===== config.mk =====
export PLATFORM = sky130hd
export DESIGN_NAME = quoted_token_scanner_unit_flat
export DESIGN_NICKNAME = d
export VERILOG_FILES = /design/src/hw/rtl/qts_pkg.sv /design/src/hw/rtl/qts_if.sv /design/src/hw/rtl/qts_scan_core.sv /design/src/hw/rtl/qts_out_skid.sv /design/src/hw/rtl/quoted_token_scanner_unit.sv /design/src/flat_wrapper.sv
export VERILOG_INCLUDE_DIRS = /design/src /design/src/hw/rtl
export SDC_FILE = /design/constraint.sdc
export NUM_CORES = 1
export LEC_CHECK = 0
export CAP_MARGIN = 20
export CELL_PAD_IN_SITES_DETAIL_PLACEMENT = 0
export CELL_PAD_IN_SITES_GLOBAL_PLACEMENT = 2
export CORE_MARGIN = 10
export CORE_UTILIZATION = 40
export DETAILED_ROUTE_END_ITERATION = 10
export DONT_BUFFER_PORTS = 1
export PLACE_DENSITY_LB_ADDON = 0.05
export SLEW_MARGIN = 20
export SYNTH_ARGS = -nofsm -noshare
export SYNTH_HDL_FRONTEND = slang
export SYNTH_HIERARCHICAL = 1
export SYNTH_SLANG_ARGS = --single-unit

===== constraint.sdc =====
create_clock -name clk_i -period 5.3 [get_ports clk_i]
set_clock_uncertainty 0.1 [all_clocks]
set_input_delay 0.795 -clock clk_i [delete_from_list [all_inputs] [get_ports clk_i]]
set_output_delay 0.795 -clock clk_i [all_outputs]
set_load 0.03 [all_outputs]

===== src/hw/rtl/quoted_token_scanner_unit_macros.svh =====
// ----------------------------------------------------------------------------
// Assertion macros for the quoted token scanner
// Clocked, reset-qualified property wrappers used at the end of the top level.
// ----------------------------------------------------------------------------
`ifndef QUOTED_TOKEN_SCANNER_UNIT_MACROS_SVH
`define QUOTED_TOKEN_SCANNER_UNIT_MACROS_SVH

// Same-cycle implication, checked at every rising edge outside reset.
`define QTS_ASSERT_NOW(label, clk, rst_n, ante, cons) \
  label: assert property (@(posedge clk) disable iff (!rst_n) (ante) |-> (cons)) \
    else $error("quoted token scanner check failed");

// Next-cycle implication, checked at every rising edge outside reset.
`define QTS_ASSERT_NEXT(label, clk, rst_n, ante, cons) \
  label: assert property (@(posedge clk) disable iff (!rst_n) (ante) |=> (cons)) \
    else $error("quoted token scanner check failed");

`endif


===== src/hw/rtl/qts_pkg.sv =====
// ----------------------------------------------------------------------------
// qts_pkg
// Types, character codes and defaults shared by the quoted token scanner.
// ----------------------------------------------------------------------------
`timescale 1ns / 1ps
`default_nettype none

package qts_pkg;

  localparam int unsigned BYTE_W         = 8;
  localparam int unsigned TOKEN_COUNT_W  = 20;
  localparam int unsigned POS_W          = 32;
  localparam int unsigned LINE_W         = 32;
  localparam int unsigned ERR_W          = 2;
  localparam int unsigned OFFSET_BITS_DEF = 32;
  localparam int unsigned COUNT_BITS_DEF  = 20;
  localparam logic [TOKEN_COUNT_W-1:0] TOKEN_COUNT_RST = TOKEN_COUNT_W'(1);

  localparam logic [BYTE_W-1:0] CH_HASH      = 8'h23;
  localparam logic [BYTE_W-1:0] CH_QUOTE     = 8'h22;
  localparam logic [BYTE_W-1:0] CH_BACKSLASH = 8'h5C;
  localparam logic [BYTE_W-1:0] CH_LF        = 8'h0A;
  localparam logic [BYTE_W-1:0] CH_CR        = 8'h0D;
  localparam logic [BYTE_W-1:0] CH_TAB       = 8'h09;
  localparam logic [BYTE_W-1:0] CH_SPACE     = 8'h20;
  localparam logic [BYTE_W-1:0] CH_LT        = 8'h3C;
  localparam logic [BYTE_W-1:0] CH_GT        = 8'h3E;

  typedef enum logic [1:0] {
    MODE_WS      = 2'd0,
    MODE_COMMENT = 2'd1,
    MODE_BARE    = 2'd2,
    MODE_QUOTED  = 2'd3
  } scan_mode_e;

  typedef enum logic [1:0] {
    NP_IDLE = 2'd0,
    NP_LT   = 2'd1,
    NP_NULL = 2'd2,
    NP_NOT  = 2'd3
  } null_prefix_e;

  typedef enum logic [ERR_W-1:0] {
    ERR_NONE          = 2'd0,
    ERR_OPEN_COMMENT  = 2'd1,
    ERR_OPEN_QUOTE    = 2'd2,
    ERR_MISSING_VALUE = 2'd3
  } error_code_e;

  typedef enum logic {
    KIND_TOKEN = 1'b0,
    KIND_ERROR = 1'b1
  } kind_e;

  typedef struct packed {
    kind_e             kind;
    logic [POS_W-1:0]  token_start;
    logic [POS_W-1:0]  token_end;
    logic              null_marker;
    error_code_e       error_code;
    logic [LINE_W-1:0] src_line;
    logic              last;
  } qts_result_t;

  function automatic logic is_space(input logic [BYTE_W-1:0] c);
    return (c == CH_SPACE) || (c == CH_TAB) || (c == CH_CR) || (c == CH_LF);
  endfunction

endpackage

`default_nettype wire


===== src/hw/rtl/qts_if.sv =====
// ----------------------------------------------------------------------------
// qts_in_if / qts_out_if
// Valid/ready channels for byte items in and scan results out.
// ----------------------------------------------------------------------------
`timescale 1ns / 1ps
`default_nettype none

interface qts_in_if
  import qts_pkg::*;
();
  logic              valid;
  logic              ready;
  logic [BYTE_W-1:0] in_byte;
  logic              end_of_input;

  modport source (output valid, output in_byte, output end_of_input, input ready);
  modport sink   (input valid, input in_byte, input end_of_input, output ready);
endinterface

interface qts_out_if
  import qts_pkg::*;
();
  logic              valid;
  logic              ready;
  logic              kind;
  logic [POS_W-1:0]  token_start;
  logic [POS_W-1:0]  token_end;
  logic              null_marker;
  logic [ERR_W-1:0]  error_code;
  logic [LINE_W-1:0] src_line;
  logic              last;

  modport source (output valid, output kind, output token_start, output token_end,
                  output null_marker, output error_code, output src_line,
                  output last, input ready);
  modport sink   (input valid, input kind, input token_start, input token_end,
                  input null_marker, input error_code, input src_line,
                  input last, output ready);
endinterface

`default_nettype wire


===== src/hw/rtl/qts_scan_core.sv =====
// ----------------------------------------------------------------------------
// qts_scan_core
// Per-byte mode machine, offset/line/token counters and result formation.
// ----------------------------------------------------------------------------
`timescale 1ns / 1ps
`default_nettype none

module qts_scan_core
  import qts_pkg::*;
#(
  parameter int unsigned OFFSET_BITS = OFFSET_BITS_DEF,
  parameter int unsigned COUNT_BITS  = COUNT_BITS_DEF
) (
  input  wire logic                     clk_i,
  input  wire logic                     rst_ni,
  input  wire logic                     cfg_we_i,
  input  wire logic [TOKEN_COUNT_W-1:0] cfg_wdata_i,
  input  wire logic                     accept_i,
  input  wire logic [BYTE_W-1:0]        in_byte_i,
  input  wire logic                     end_of_input_i,
  output logic                          push_o,
  output qts_result_t                   res_o
);

  logic [TOKEN_COUNT_W-1:0] token_count_q;
  scan_mode_e               mode_q, mode_d;
  logic [OFFSET_BITS-1:0]   offset_q, offset_d;
  logic [OFFSET_BITS-1:0]   tok_start_q, tok_start_d;
  logic [LINE_W-1:0]        line_q, line_d;
  logic                     bslash_q, bslash_d;
  null_prefix_e             np_q, np_d;
  logic [COUNT_BITS-1:0]    found_q, found_d;
  logic                     finished_q, finished_d;

  logic [COUNT_BITS-1:0]    found_inc;
  logic                     is_last;
  logic [OFFSET_BITS-1:0]   offset_inc;

  assign found_inc  = found_q + COUNT_BITS'(1);
  assign is_last    = (found_inc == COUNT_BITS'(token_count_q));
  assign offset_inc = offset_q + OFFSET_BITS'(1);

  always_ff @(posedge clk_i or negedge rst_ni) begin
    if (!rst_ni) begin
      token_count_q <= TOKEN_COUNT_RST;
    end else if (cfg_we_i) begin
      token_count_q <= cfg_wdata_i;
    end
  end

  always_ff @(posedge clk_i or negedge rst_ni) begin
    if (!rst_ni) begin
      mode_q      <= MODE_WS;
      offset_q    <= '0;
      tok_start_q <= '0;
      line_q      <= LINE_W'(1);
      bslash_q    <= 1'b0;
      np_q        <= NP_IDLE;
      found_q     <= '0;
      finished_q  <= 1'b0;
    end else begin
      mode_q      <= mode_d;
      offset_q    <= offset_d;
      tok_start_q <= tok_start_d;
      line_q      <= line_d;
      bslash_q    <= bslash_d;
      np_q        <= np_d;
      found_q     <= found_d;
      finished_q  <= finished_d;
    end
  end

  always_comb begin
    mode_d      = mode_q;
    offset_d    = offset_q;
    tok_start_d = tok_start_q;
    line_d      = line_q;
    bslash_d    = bslash_q;
    np_d        = np_q;
    found_d     = found_q;
    finished_d  = finished_q;
    push_o      = 1'b0;

    // Line number reflects the count before this byte's own update.
    res_o             = '0;
    res_o.kind        = KIND_TOKEN;
    res_o.error_code  = ERR_NONE;
    res_o.src_line    = line_q;

    if (accept_i && !finished_q) begin
      if (end_of_input_i) begin
        push_o     = 1'b1;
        finished_d = 1'b1;
        res_o.kind = KIND_ERROR;
        res_o.last = 1'b1;
        unique case (mode_q)
          MODE_COMMENT: res_o.error_code = ERR_OPEN_COMMENT;
          MODE_QUOTED:  res_o.error_code = ERR_OPEN_QUOTE;
          MODE_BARE: begin
            if (is_last) begin
              // A bare token cut by end of input closes only if it is the final one.
              res_o.kind        = KIND_TOKEN;
              res_o.token_start = POS_W'(tok_start_q);
              res_o.token_end   = POS_W'(offset_q);
              res_o.null_marker = (np_q == NP_NULL);
              found_d           = found_inc;
              mode_d            = MODE_WS;
            end else begin
              res_o.error_code = ERR_MISSING_VALUE;
            end
          end
          MODE_WS:      res_o.error_code = ERR_MISSING_VALUE;
        endcase
      end else begin
        offset_d = offset_inc;
        unique case (mode_q)
          MODE_WS: begin
            priority if (in_byte_i == CH_LF) begin
              line_d = line_q + LINE_W'(1);
            end else if (in_byte_i == CH_HASH) begin
              mode_d = MODE_COMMENT;
            end else if (!is_space(in_byte_i)) begin
              tok_start_d = offset_q;
              bslash_d    = 1'b0;
              if (in_byte_i == CH_QUOTE) begin
                mode_d = MODE_QUOTED;
                np_d   = NP_NOT;
              end else begin
                mode_d = MODE_BARE;
                np_d   = (in_byte_i == CH_LT) ? NP_LT : NP_NOT;
              end
            end else begin
              mode_d = MODE_WS;
            end
          end
          MODE_COMMENT: begin
            if (in_byte_i == CH_HASH) begin
              mode_d = MODE_WS;
            end else if (in_byte_i == CH_LF) begin
              line_d = line_q + LINE_W'(1);
            end
          end
          MODE_BARE: begin
            if (is_space(in_byte_i)) begin
              push_o            = 1'b1;
              res_o.token_start = POS_W'(tok_start_q);
              res_o.token_end   = POS_W'(offset_q);
              res_o.null_marker = (np_q == NP_NULL);
              res_o.last        = is_last;
              found_d           = found_inc;
              finished_d        = is_last;
              mode_d            = MODE_WS;
              if (in_byte_i == CH_LF) begin
                line_d = line_q + LINE_W'(1);
              end
            end else if (np_q == NP_LT) begin
              np_d = (in_byte_i == CH_GT) ? NP_NULL : NP_NOT;
            end
          end
          MODE_QUOTED: begin
            if ((in_byte_i == CH_QUOTE) && !bslash_q) begin
              push_o            = 1'b1;
              res_o.token_start = POS_W'(tok_start_q);
              res_o.token_end   = POS_W'(offset_inc);
              res_o.last        = is_last;
              found_d           = found_inc;
              finished_d        = is_last;
              mode_d            = MODE_WS;
            end else begin
              bslash_d = (in_byte_i == CH_BACKSLASH);
            end
          end
        endcase
      end
    end
  end

endmodule

`default_nettype wire


===== src/hw/rtl/qts_out_skid.sv =====
// ----------------------------------------------------------------------------
// qts_out_skid
// Output register plus one skid entry, so input can keep flowing while a
// result waits.
// ----------------------------------------------------------------------------
`timescale 1ns / 1ps
`default_nettype none

module qts_out_skid
  import qts_pkg::*;
(
  input  wire logic         clk_i,
  input  wire logic         rst_ni,
  input  wire logic         push_i,
  input  wire qts_result_t  res_i,
  output logic              full_o,
  output logic              out_valid_o,
  input  wire logic         out_ready_i,
  output qts_result_t       out_res_o
);

  logic        out_valid_q, out_valid_d;
  logic        skid_valid_q, skid_valid_d;
  qts_result_t out_res_q, out_res_d;
  qts_result_t skid_res_q, skid_res_d;
  logic        pop;

  assign pop         = out_valid_q && out_ready_i;
  assign full_o      = skid_valid_q;
  assign out_valid_o = out_valid_q;
  assign out_res_o   = out_res_q;

  always_comb begin
    out_valid_d  = out_valid_q;
    skid_valid_d = skid_valid_q;
    out_res_d    = out_res_q;
    skid_res_d   = skid_res_q;
    if (skid_valid_q) begin
      // Input is held off while the skid entry is occupied.
      if (pop) begin
        out_res_d    = skid_res_q;
        skid_valid_d = 1'b0;
      end
    end else if (push_i) begin
      if (!out_valid_q || pop) begin
        out_res_d   = res_i;
        out_valid_d = 1'b1;
      end else begin
        skid_res_d   = res_i;
        skid_valid_d = 1'b1;
      end
    end else if (pop) begin
      out_valid_d = 1'b0;
    end
  end

  always_ff @(posedge clk_i or negedge rst_ni) begin
    if (!rst_ni) begin
      out_valid_q  <= 1'b0;
      skid_valid_q <= 1'b0;
    end else begin
      out_valid_q  <= out_valid_d;
      skid_valid_q <= skid_valid_d;
    end
  end

  always_ff @(posedge clk_i) begin
    out_res_q  <= out_res_d;
    skid_res_q <= skid_res_d;
  end

endmodule

`default_nettype wire


===== src/hw/rtl/quoted_token_scanner_unit.sv =====
// A result is registered in the output register, or in the skid entry when that register is busy.
// Throughput: one item per cycle while in_i.ready is high; the mode machine and counters update in one step.
// in_i.ready drops only while both the output register and its skid entry hold results.
// Reset (rst_ni low, asynchronous): skip-whitespace mode, offset 0, line 1, no tokens,
// token_count 1, output empty.
// ----------------------------------------------------------------------------
// quoted_token_scanner_unit
// Whitespace tokenizer with comments, quoted tokens and null-marker detection.
// ----------------------------------------------------------------------------
`timescale 1ns / 1ps
`default_nettype none
`include "quoted_token_scanner_unit_macros.svh"

module quoted_token_scanner_unit
  import qts_pkg::*;
#(
  parameter int unsigned OFFSET_BITS = OFFSET_BITS_DEF,
  parameter int unsigned COUNT_BITS  = COUNT_BITS_DEF
) (
  input  wire logic                     clk_i,
  input  wire logic                     rst_ni,
  input  wire logic                     cfg_we_i,
  input  wire logic [TOKEN_COUNT_W-1:0] cfg_wdata_i,
  qts_in_if.sink                        in_i,
  qts_out_if.source                     out_o
);

  logic        accept;
  logic        core_push;
  qts_result_t core_res;
  logic        skid_full;
  qts_result_t out_res;

  // Take a new item whenever the skid entry is free; a waiting result
  // in the output register does not stall the input.
  assign in_i.ready = !skid_full;
  assign accept     = in_i.valid && in_i.ready;

  // Scan state: mode, byte offset, token start, line count, escape flag,
  // null-marker tracker, token count and the finished flag.
  qts_scan_core #(
    .OFFSET_BITS (OFFSET_BITS),
    .COUNT_BITS  (COUNT_BITS)
  ) u_core (
    .clk_i          (clk_i),
    .rst_ni         (rst_ni),
    .cfg_we_i       (cfg_we_i),
    .cfg_wdata_i    (cfg_wdata_i),
    .accept_i       (accept),
    .in_byte_i      (in_i.in_byte),
    .end_of_input_i (in_i.end_of_input),
    .push_o         (core_push),
    .res_o          (core_res)
  );

  // Result register with one skid entry behind it.
  qts_out_skid u_out (
    .clk_i       (clk_i),
    .rst_ni      (rst_ni),
    .push_i      (core_push),
    .res_i       (core_res),
    .full_o      (skid_full),
    .out_valid_o (out_o.valid),
    .out_ready_i (out_o.ready),
    .out_res_o   (out_res)
  );

  // Drive the result channel fields.
  assign out_o.kind        = out_res.kind;
  assign out_o.token_start = out_res.token_start;
  assign out_o.token_end   = out_res.token_end;
  assign out_o.null_marker = out_res.null_marker;
  assign out_o.error_code  = out_res.error_code;
  assign out_o.src_line    = out_res.src_line;
  assign out_o.last        = out_res.last;

  // Errors always close the stream and carry no token position.
  `QTS_ASSERT_NOW(a_err_is_last, clk_i, rst_ni,
                  out_o.valid && (out_o.kind == KIND_ERROR), out_o.last)
  `QTS_ASSERT_NOW(a_err_no_pos, clk_i, rst_ni,
                  out_o.valid && (out_o.kind == KIND_ERROR),
                  (out_o.token_start == '0) && (out_o.token_end == '0) && !out_o.null_marker)
  `QTS_ASSERT_NOW(a_tok_no_err, clk_i, rst_ni,
                  out_o.valid && (out_o.kind == KIND_TOKEN), out_o.error_code == ERR_NONE)
  // Nothing follows a final result until reset.
  `QTS_ASSERT_NEXT(a_silent_after_last, clk_i, rst_ni, core_push && core_res.last, !core_push)

endmodule

`default_nettype wire

===== src/flat_wrapper.sv =====
// flat-port wrapper written by rule: the top's interface ports become plain ports
module quoted_token_scanner_unit_flat import qts_pkg::*;
#(
  parameter int unsigned OFFSET_BITS = OFFSET_BITS_DEF,
  parameter int unsigned COUNT_BITS  = COUNT_BITS_DEF
)
  (clk_i, rst_ni, cfg_we_i, cfg_wdata_i, in_i_valid, in_i_in_byte, in_i_end_of_input, in_i_ready, out_o_valid, out_o_kind, out_o_token_start, out_o_token_end, out_o_null_marker, out_o_error_code, out_o_src_line, out_o_last, out_o_ready);
  qts_in_if in_i_i ();
  qts_out_if out_o_i ();
  input  wire logic clk_i;
  input  wire logic rst_ni;
  input  wire logic cfg_we_i;
  input  wire logic [TOKEN_COUNT_W-1:0] cfg_wdata_i;
  input wire logic [$bits(in_i_i.valid)-1:0] in_i_valid;
  input wire logic [$bits(in_i_i.in_byte)-1:0] in_i_in_byte;
  input wire logic [$bits(in_i_i.end_of_input)-1:0] in_i_end_of_input;
  output wire logic [$bits(in_i_i.ready)-1:0] in_i_ready;
  output wire logic [$bits(out_o_i.valid)-1:0] out_o_valid;
  output wire logic [$bits(out_o_i.kind)-1:0] out_o_kind;
  output wire logic [$bits(out_o_i.token_start)-1:0] out_o_token_start;
  output wire logic [$bits(out_o_i.token_end)-1:0] out_o_token_end;
  output wire logic [$bits(out_o_i.null_marker)-1:0] out_o_null_marker;
  output wire logic [$bits(out_o_i.error_code)-1:0] out_o_error_code;
  output wire logic [$bits(out_o_i.src_line)-1:0] out_o_src_line;
  output wire logic [$bits(out_o_i.last)-1:0] out_o_last;
  input wire logic [$bits(out_o_i.ready)-1:0] out_o_ready;
  assign in_i_i.valid = in_i_valid;
  assign in_i_i.in_byte = in_i_in_byte;
  assign in_i_i.end_of_input = in_i_end_of_input;
  assign in_i_ready = in_i_i.ready;
  assign out_o_valid = out_o_i.valid;
  assign out_o_kind = out_o_i.kind;
  assign out_o_token_start = out_o_i.token_start;
  assign out_o_token_end = out_o_i.token_end;
  assign out_o_null_marker = out_o_i.null_marker;
  assign out_o_error_code = out_o_i.error_code;
  assign out_o_src_line = out_o_i.src_line;
  assign out_o_last = out_o_i.last;
  assign out_o_i.ready = out_o_ready;
  quoted_token_scanner_unit #(.OFFSET_BITS(OFFSET_BITS), .COUNT_BITS(COUNT_BITS)) u_core (.clk_i(clk_i), .rst_ni(rst_ni), .cfg_we_i(cfg_we_i), .cfg_wdata_i(cfg_wdata_i), .in_i(in_i_i), .out_o(out_o_i));
endmodule

==> flow_metrics.env, run 1 <==
export IMPL_nFillCells=3569
export IMPL_pin_count=137
export IMPL_async_flop_share_pct=41.6
export IMPL_sw_frac_of_total_pct=22.4
export IMPL_clock_fmax_mhz=242
export IMPL_hold_path_class="input port to async pin"
export IMPL_peakVddDrop_mv=0.254
export IMPL_fin_crit_ns=4.13
export IMPL_tns_ns=0
export IMPL_htree_levels=2
export IMPL_netlist_area_um2=15900
export IMPL_wire_per_inst_um=21.0
export IMPL_placementRows=72
export IMPL_drt_iter0_markers=565
export IMPL_mappedNetlistNets=1284
export IMPL_drv_slew=0
export IMPL_seqPwrFrac_pct=50.2
export IMPL_max_stage_delay_ns=0.75
export IMPL_hpwl_um=23700
export IMPL_cts_sinks=346
export IMPL_synth_top_area_cell="edfxtp_1"
export IMPL_finalCritPeriodShare_pct=77.9
export IMPL_fin_area_um2=17700
export IMPL_post_cts_buffers=0
export IMPL_drc_errors=0
export IMPL_synthCells=1247
export IMPL_first_global_vias=9598
export IMPL_synth_area_top_cells="edfxtp_1 (38%), dfrtp_1 (22%), mux2_2 (9.2%)"
export IMPL_chipWidth_um=219
export IMPL_drtAntennaViolNets=0
export IMPL_syn2layout_area_growth_pct=11.6
export IMPL_gp_congestion=0.737
export IMPL_synth_most_common_cell="edfxtp_1"
export IMPL_ys_top_cells_by_count="edfxtp_1 (202), dfrtp_1 (142), mux2_2 (130)"
export IMPL_worstMarginPinSlew_ns=0.956
export IMPL_power_density_nw_per_um2=347
export IMPL_p_sw_uw=1380
export IMPL_required_ns=5.62
export IMPL_final_nets=1268
export IMPL_status="finished clean"
export IMPL_p_clk_share_pct=45.6
export IMPL_die_y_um=219
export IMPL_grt_first_pass_wirelength_um=58300
export IMPL_critical_path_peak_fanout=12
export IMPL_startpoint="u_core/u_core/found_q[0]"
export IMPL_finalSetupViolations=0
export IMPL_maxCapViolCount=0
export IMPL_first_pass_iters=5
export IMPL_cts_clk_slew_worst_paths_ns=0.06
export IMPL_globalRouteTotalUtil_pct=15.5
export IMPL_p_int_uw=4760
export IMPL_crit_type="register to register"
export IMPL_power_leakage_uw=0.00672
export IMPL_ys_flop_type="edfxtp_1"
export IMPL_design_core_area_um2=38900
export IMPL_clock_path_buffers=3
export IMPL_initial_core_util_pct=40.7
export IMPL_power_combinational_fraction_pct=4.3
export IMPL_drt_total_wl_um=37400
export IMPL_ctsResizeCount=0
export IMPL_clk_latency_ns=0.56
export IMPL_startpoint_type="register"
export IMPL_place_area_um2=16300
export IMPL_arrival_ns=4.45
export IMPL_grt_ovfl_total=0
export IMPL_post_drt_via_cell_ratio=5.29
export IMPL_r2r_start="u_core/u_core/found_q[0]"
export IMPL_cp_end_kind="register"
export IMPL_cts_inserted_buffers=40
export IMPL_synth_edf_count=202
export IMPL_cp_slowest_cell="nor4b_4"
export IMPL_avgSynthCellArea_um2=12.7
export IMPL_path_cells="ha_1 -> nand3_2 -> nor4_1 -> nand3_1 -> xnor2_1 -> nand3_1 -> nor4b_4 -> mux2i_1 -> nor4bb_1 -> mux2_2"
export IMPL_grt_max_degree=145
export IMPL_ys_types=63
export IMPL_timing_hold_ws_ns=0.169
export IMPL_synth_seq_cells=346
export IMPL_synth_top_cell_area_share_pct=38.3
export IMPL_path_common_cell="nand3_1"
export IMPL_cts_root_buf="clkbuf_16"
export IMPL_slew_headroom_pct=36.3
export IMPL_antenna_found_initial=3
export IMPL_seq_area_frac_synth_pct=61.0
export IMPL_rsz0062_at_grt="false"
export IMPL_ctsHoldBuffers=1
export IMPL_ys_warn_count=6
export IMPL_layout_drive_gt1_share_pct=19.8
export IMPL_vias=9429
export IMPL_dieArea_um2=48000
export IMPL_hold_viol_final=0
export IMPL_cts_tree="yes"
export IMPL_portBuffers=0
-- state kept, by name, indices dropped and copies added (netlist names) --
register,cells
u_core/u_core/np_q,2
u_core/u_core/offset_q,32
u_core/u_out/out_res_o,101
u_core/u_out/skid_res_q,101
u_core/u_core/token_count_q,20
u_core/u_out/full_o,1
u_core/u_core/mode_q,2
u_core/u_core/bslash_q,1
u_core/u_core/found_q,20
u_core/u_core/tok_start_q,32
u_core/u_core/line_q,32
u_core/u_out/out_valid_o,1
u_core/u_core/finished_q,1
-- cells in the final DEF (no fill, tap or decap), drive strengths merged, types with 3 or more instances in the layout --
cell | Yosys | final
nand4 | 24 | 24
clkbuf | 46 | 60
and4 | 7 | 7
nand2 | 111 | 111
xnor2 | 60 | 60
o21ai | 51 | 51
and2 | 41 | 41
nor4b | 4 | 4
nor3 | 24 | 24
and3 | 15 | 15
buf | 29 | 17
or2 | 5 | 5
bufinv | 0 | 3
nor3b | 5 | 5
dfrtp | 142 | 142
o31a | 3 | 3
a21o | 5 | 5
nor2 | 68 | 68
nand3 | 28 | 28
o31ai | 8 | 8
a21oi | 67 | 67
xor2 | 45 | 45
o2111ai | 3 | 3
nor2b | 15 | 15
ha | 3 | 3
inv | 11 | 13
o21a | 4 | 4
edfxtp | 202 | 202
mux2 | 155 | 155
mux2i | 3 | 3
or3 | 8 | 8
clkinv | 0 | 7
a31oi | 6 | 6
nor4 | 9 | 9
a22o | 3 | 3
a22oi | 5 | 5
nand2b | 5 | 5
-- worst paths after layout --
| kind | cells after the start | slack [ns] | to |
|---|---|---|---|
| worst max-delay path | 10 | 1.17 | u_core/u_out/out_res_o[35] |
| worst min-delay path | 1 | 0.17 | u_core/u_core/found_q[15] |
| worst max register to register | 10 | 1.17 | u_core/u_out/out_res_o[35] |
| worst min register to register | 1 | 0.36 | u_core/u_core/finished_q |
| max in group asynchronous | 1 | 4.35 | u_core/u_out/full_o |
| min in group clk_i | 1 | 0.29 | u_core/u_core/token_count_q[14] |
-- metal layers --
layer	up-vias	track usage (%)	wire length [µm]
met5	-	0	13
met4	2	5.01	805
met3	54	4.29	1950
met2	154	24.9	17800
met1	4731	20.1	16900
li1	4488	-	-
-- metrics by stage --
stage	worst slack, ns	total power, µW	cells	util (%)
CTS	1.05	6250	1781	45.5
detailed placement	1.07	3380	1706	42.0
global placement	1.21	3380	1706	42.0
finish	1.17	6140	1782	45.5
global route	0.814	6370	1781	45.5
floorplan	0.321	3320	1247	-
-- critical path, delay by kind of cell, from the launching register on --
family / cells / cell delay (ns)
AND/OR/NAND/NOR: 6 / 2.48
multiplexers: 2 / 0.41
flip-flops: 1 / 0.44
adder cells (fa/ha/maj): 1 / 0.30
XOR/XNOR: 1 / 0.26
-- layout make-up --
| cell class | instances | area [µm²] | area share [%] |
|---|---|---|---|
| inverter | 11 | 41.3 | 0.233 |
| clock buffer | 60 | 1190 | 6.72 |
| clock inverter | 14 | 154 | 0.870 |
| tap | 518 | 648 | 3.66 |
| antenna | 1 | 2.50 | 0.0141 |
| multi-input combinational | 815 | 5820 | 32.9 |
| timing repair buffer | 17 | 173 | 0.976 |
| sequential | 346 | 9680 | 54.7 |
-- cells by family (layout without fill, tap and decap cells) --
group	after synthesis	in the layout	synth area share, %
AOI/OAI and AO/OA	167	167	6.16
xor gates and xnor gates	105	105	5.80
muxes	158	158	11.8
DFF	346	346	61.0
adders and majority gates	3	3	0.237
other	0	1	0
and+or+nand+nor	382	382	12.5
buffers and inverters	86	102	2.45
-- power groups by stage --
stage                     sequential (µW)  combinational (µW)  clock [µW]
after global routing                 3090                 292        2990
final                                3080                 262        2800
after global placement               3140                 240           0
after floorplan                      3100                 215           0
after detailed placement             3140                 242           0
after CTS                            3090                 270        2890
Power figures use the tool's default switching activity.
==> run 2, diff against run 1 <==
- ABC_AREA: not set -> 1
- CORE_UTILIZATION: 40 -> 36
- clock period: 5.3 -> 3.75 ns (I/O delays scaled with it)
==> flow_metrics.env, run 2 <==
export IMPL_status="finished with violations"
export IMPL_violations="hold timing"
export IMPL_clk_latency_ns=0.57
export IMPL_drtAntennaViolNets=0
export IMPL_finalSetupViolations=0
export IMPL_power_leakage_uw=0.00752
export IMPL_cts_root_buf="clkbuf_16"
export IMPL_grt_max_degree=145
export IMPL_first_global_vias=12400
export IMPL_dp_cells=2468
export IMPL_die_y_um=236
export IMPL_peakVddDrop_mv=0.372
export IMPL_startpoint_type="register"
export IMPL_nFillCells=4720
export IMPL_ctsHoldBuffers=9
export IMPL_required_ns=4.08
export IMPL_ctsResizeCount=0
export IMPL_final_nets=1950
export IMPL_arrival_ns=3.60
export IMPL_grt_first_pass_wirelength_um=78700
export IMPL_seq_area_frac_synth_pct=57.3
export IMPL_maxCapViolCount=0
export IMPL_async_flop_share_pct=41.6
export IMPL_synth_seq_cells=346
export IMPL_slew_headroom_pct=33.6
export IMPL_hold_viol_final=144
export IMPL_drt_total_wl_um=51000
export IMPL_globalRouteTotalUtil_pct=17.8
export IMPL_netlist_area_um2=16900
export IMPL_rsz0062_at_grt="false"
export IMPL_reg2regPathDepth=18
export IMPL_final_core_util_pct=40.7
export IMPL_chipWidth_um=236
export IMPL_clock_path_buffers=3
export IMPL_ys_flop_type="edfxtp_1"
export IMPL_design_core_area_um2=46500
export IMPL_ys_types=46
export IMPL_syn2layout_area_growth_pct=12.2
export IMPL_avgSynthCellArea_um2=8.85
export IMPL_synth_top_area_cell="edfxtp_1"
export IMPL_cts_tree="yes"
export IMPL_fin_crit_ns=3.28
export IMPL_drt_iter0_markers=1062
export IMPL_first_pass_iters=5
export IMPL_worstMarginPinSlew_ns=0.996
export IMPL_cp_end_kind="register"
export IMPL_finalCritPeriodShare_pct=87.4
export IMPL_tns_ns=0
export IMPL_seqCellArea_um2=9680
export IMPL_ys_top_cells_by_count="nand2_1 (667), edfxtp_1 (202), inv_1 (177)"
export IMPL_stdcell_count=2553
export IMPL_mappedNetlistNets=1944
export IMPL_fin_area_um2=18900
export IMPL_antenna_cells=0
export IMPL_synthCells=1907
export IMPL_antenna_found_initial=0
export IMPL_cts_sinks=346
export IMPL_grt_ovfl_total=0
export IMPL_mostFrequentLayoutCells="nand2_1 (667), edfxtp_1 (202), inv_1 (177), dfrtp_1 (141), nor2_1 (133)"
export IMPL_synth_edf_count=202
export IMPL_layout_drive_gt1_share_pct=7.40
export IMPL_layout_commonest_cell="nand2_1"
export IMPL_htree_levels=2
export IMPL_hpwl_um=34600
export IMPL_synth_most_common_cell="nand2_1"
export IMPL_vias=12900
export IMPL_synth_top_cell_area_share_pct=36.0
export IMPL_clock_fmax_mhz=305
export IMPL_place_area_um2=17600
export IMPL_post_drt_via_cell_ratio=5.04
export IMPL_multi_input_area_um2=6130
export IMPL_cts_inserted_buffers=41
export IMPL_cts_clk_slew_worst_paths_ns=0.06
export IMPL_placementRows=79
export IMPL_hold_path_class="input port to async pin"
export IMPL_power_density_nw_per_um2=424
export IMPL_ys_warn_count=6
export IMPL_timing_hold_ws_ns=-0.403
export IMPL_dieArea_um2=55900
export IMPL_portBuffers=0
export IMPL_wire_per_inst_um=20.0
export IMPL_pin_count=137
export IMPL_critical_path_peak_fanout=24
export IMPL_synth_area_top_cells="edfxtp_1 (36%), dfrtp_1 (21%), nand2_1 (15%)"
export IMPL_crit_type="register to register"
export IMPL_drc_errors=0
export IMPL_drv_slew=0
export IMPL_initial_core_util_pct=36.3
export IMPL_gp_congestion=0.849
==> run 2: changes by cell type after synthesis, moves of 40 or more <==
| cell | change |
|---|---|
| nand2_1 | +556 |
| nor2_1 | +70 |
| mux2_2 | -126 |
| o21ai_0 | +62 |
| xnor2_1 | -47 |
| inv_1 | +166 |
| and2_1 | -40 |
| nand3_1 | +52 |
==> run 2: where the power goes <==
group          internal (µW)  total, µW  switching, µW
clock                   2220       3850           1620
sequential              4020       4030           13.2
combinational           47.6        140           92.4
==> run 2: logic make-up (layout without fill, tap and decap cells) <==
kind of cell    after synthesis  after routing  synth area share (%)
compound gates              181            181                  5.62
xor+xnor                     50             50                  2.76
fa+ha+maj                     3              3                 0.223
buf+inv                     261            300                  6.55
flops                       346            346                  57.3
mux                           4              4                 0.267
simple gates               1062           1062                  27.2
==> run 2: layout make-up <==
class | instances | area share (%)
clock buffer | 56 | 5.88
clock inverter | 20 | 0.892
inverter | 180 | 3.58
multi-input combinational | 1300 | 32.4
sequential | 346 | 51.1
tap | 607 | 4.01
timing repair buffer | 44 | 2.15
==> run 2: metrics by stage <==
stage / power [µW] / hold WS [ns] / setup slack, ns
after floorplan: 4200 / 0.167 / 0.000742
after global routing: 8320 / -0.430 / 0.0165
after CTS: 8150 / -0.433 / 0.362
after global placement: 4240 / 0.176 / 0.331
after detailed placement: 4240 / 0.177 / 0.200
final: 8020 / -0.403 / 0.474
==> run 2: worst paths after layout <==
check	slack [ns]	endpoint	from
max	0.47	u_core/u_out/out_res_o[60]	u_core/u_core/found_q[0]
max in group asynchronous	3.59	u_core/u_core/line_q[0]	rst_ni
min	-0.40	u_core/u_core/offset_q[4]	rst_ni
min reg2reg	0.35	u_core/u_core/finished_q	u_core/u_core/finished_q
min in group clk_i	0.04	u_core/u_core/token_count_q[7]	cfg_wdata_i[7]
max reg2reg	0.47	u_core/u_out/out_res_o[60]	u_core/u_core/found_q[0]
==> run 2: worst max-delay path, stage by stage (launching register included) <==
cell      delay [ns]
dfrtp_1         0.41
ha_1            0.22
nand2_1         0.09
nor2_2          0.29
nand3b_1        0.20
nor2_1          0.12
nand2_1         0.07
nand2_1         0.09
nand2_1         0.05
nand2_1         0.11
nand2_1         0.08
nor2_2          0.10
nand3_2         0.12
nand2_4         0.16
nand2_4         0.14
buf_4           0.27
nor3_1          0.32
nand2_1         0.10
nand2_1         0.08
==> run 2: per-layer routing <==
| layer | part of all wire, % | vias to the layer above | GRT usage [%] |
|---|---|---|---|
| met2 | 41 | 358 | 24.9 |
| met1 | 51 | 6163 | 27.4 |
| met5 | 0 | - | 0 |
| met4 | 1.4 | 0 | 3.67 |
| li1 | - | 6300 | - |
| met3 | 7.0 | 49 | 4.04 |
==> run 2: repair_timing <==
item | in CTS | in global routing
endpoints found under the hold margin | 161 | 144
buffers inserted | 0 | 0
endpoints found under the setup margin | 0 | 0
==> run 3, diff against run 2 <==
- CORE_ASPECT_RATIO: not set -> 0.5
==> flow_metrics.env, run 3 (synthesis gave the netlist of run 2 again) <==
export IMPL_power_density_nw_per_um2=422
export IMPL_finalSetupViolations=0
export IMPL_power_leakage_uw=0.00743
export IMPL_r2r_start="u_core/u_core/found_q[0]"
export IMPL_cts_sinks=346
export IMPL_die_y_um=173
export IMPL_clk_latency_ns=0.54
export IMPL_gp_congestion=0.847
export IMPL_maxCapViolCount=0
export IMPL_max_stage_delay_ns=0.42
export IMPL_drt_iter0_markers=1009
export IMPL_arrival_ns=3.62
export IMPL_hold_viol_final=143
export IMPL_clock_fmax_mhz=301
export IMPL_cp_slowest_cell="dfrtp_1"
export IMPL_reg2regPathDepth=15
export IMPL_layout_commonest_cell="nand2_1"
export IMPL_critical_path_peak_fanout=32
export IMPL_wire_per_inst_um=18.8
export IMPL_worstMarginPinSlew_ns=0.878
export IMPL_first_pass_iters=6
export IMPL_design_core_area_um2=45800
export IMPL_grt_util_met1_pct=22.8
export IMPL_startpoint_type="register"
export IMPL_layout_drive_gt1_share_pct=7.39
export IMPL_grt_first_pass_wirelength_um=76100
export IMPL_drtAntennaViolNets=0
export IMPL_reg2reg_slack_ns=0.43
export IMPL_cts_clk_slew_worst_paths_ns=0.06
export IMPL_cts_root_buf="clkbuf_16"
export IMPL_grt_max_degree=145
export IMPL_required_ns=4.05
export IMPL_htree_levels=2
export IMPL_rsz0062_at_grt="false"
export IMPL_crit_family="simple AND/OR/NAND/NOR gates"
export IMPL_dp_slack_ns=0.149
export IMPL_portBuffers=0
export IMPL_cp_end_kind="register"
export IMPL_crit_type="register to register"
export IMPL_ctsHoldBuffers=1
export IMPL_finalWorstSetupSlack_ns=0.428
export IMPL_cts_inserted_buffers=36
export IMPL_path_cells="ha_1 -> nand2_1 -> nor2_2 -> nand2_1 -> nor2_1 -> xnor3_1 -> nand2_1 -> nor2_2 -> nand3_2 -> nand2_4 -> nand2_4 -> buf_12 -> nor3_1 -> nand2_1 -> nand2_1"
export IMPL_status="finished with violations"
export IMPL_timing_rr_end="u_core/u_out/out_res_o[43]"
export IMPL_dieArea_um2=56400
export IMPL_cts_tree="yes"
export IMPL_syn2layout_area_growth_pct=11.2
export IMPL_finalCritPeriodShare_pct=88.6
export IMPL_fin_total_pwr_uw=7920
export IMPL_chipWidth_um=326
export IMPL_drt_total_wl_um=47900
export IMPL_vias=12700
export IMPL_violations="hold timing"
export IMPL_tns_ns=0
export IMPL_final_nets=1932
export IMPL_path_common_cell="nand2_1"
export IMPL_slew_headroom_pct=41.5
export IMPL_drv_slew=0
export IMPL_mostFrequentLayoutCells="nand2_1 (667), edfxtp_1 (202), inv_1 (177), dfrtp_1 (141), nor2_1 (134)"
export IMPL_hpwl_um=32200
export IMPL_worst_path_buf_inv=1
export IMPL_timing_hold_ws_ns=-0.380
export IMPL_fin_crit_ns=3.32
export IMPL_clock_path_buffers=3
export IMPL_antenna_found_initial=0
export IMPL_pin_count=137
export IMPL_top_usage_layer="met2"
export IMPL_globalRouteTotalUtil_pct=16.7
export IMPL_placementRows=55
export IMPL_startpoint="u_core/u_core/found_q[0]"
export IMPL_initial_core_util_pct=36.9
export IMPL_grt_ovfl_total=0
export IMPL_first_global_vias=13000
export IMPL_peakVddDrop_mv=0.240
export IMPL_drc_errors=0
export IMPL_met2_usage_pct=27.4
export IMPL_hold_path_class="input port to async pin"
export IMPL_grt_util_met3_pct=3.10
export IMPL_post_drt_via_cell_ratio=4.99
[run 3: cell count changes in the layout (fill, tap and decap cells not counted), moves of 3 or more]
| cell | delta |
|---|---|
| clkinv_1 | -7 |
| bufinv_16 | +3 |
| buf_4 | -5 |
| clkinv_4 | +3 |
| clkbuf_16 | -5 |
| clkinv_2 | +5 |
| clkbuf_1 | -8 |
| dlygate4sd3_1 | -8 |
[run 3: how the worst max path moves through the flow]
stage                                  end  depth (start not counted)
2_1_floorplan    u_core/u_out/out_res_o[0]                         13
3_3_place_gp    u_core/u_out/out_res_o[54]                         14
3_5_place_dp    u_core/u_out/out_res_o[50]                         14
4_1_cts        u_core/u_out/skid_res_q[43]                          7
5_1_grt         u_core/u_out/out_res_o[75]                         18
6_report        u_core/u_out/out_res_o[43]                         15
[run 3: area by class of cell]
| type | count | area (µm²) |
|---|---|---|
| clock buffers | 41 | 930 |
| well taps | 627 | 785 |
| multi-input cells | 1300 | 6120 |
| flip-flops and latches | 346 | 9680 |
| inverters | 180 | 678 |
| repair buffers | 31 | 289 |
| clock inverters | 24 | 277 |
| fillers | 4572 | 27000 |
| diodes | 1 | 2.50 |
[run 3: power breakdown]
| part | switching (µW) | internal (µW) |
|---|---|---|
| clock network | 1610 | 2150 |
| registers | 10.8 | 4020 |
| logic | 86.6 | 41.9 |
| total | 1710 | 6210 |
[run 3: metrics by stage]
stage | util [%] | hold WS (ns) | cells | instance area, µm²
after floorplan | - | 0.167 | 1907 | 16900
after global placement | 38.3 | 0.174 | 2483 | 17500
after detailed placement | 38.3 | 0.172 | 2483 | 17500
after CTS | 41.0 | -0.415 | 2549 | 18800
after global routing | 41.0 | -0.413 | 2549 | 18800
final | 41.0 | -0.380 | 2550 | 18800
[run 3: what timing repair did]
action / CTS / global route
setup buffers: 0 / 0
resized for setup: 0 / 0
hold endpoints to repair: 145 / 144
[run 3: per-layer routing]
metal,share of wire [%],wire (µm)
met1,47,22600
met2,47,22300
met3,4.4,2110
met4,1.7,830
met5,0,0
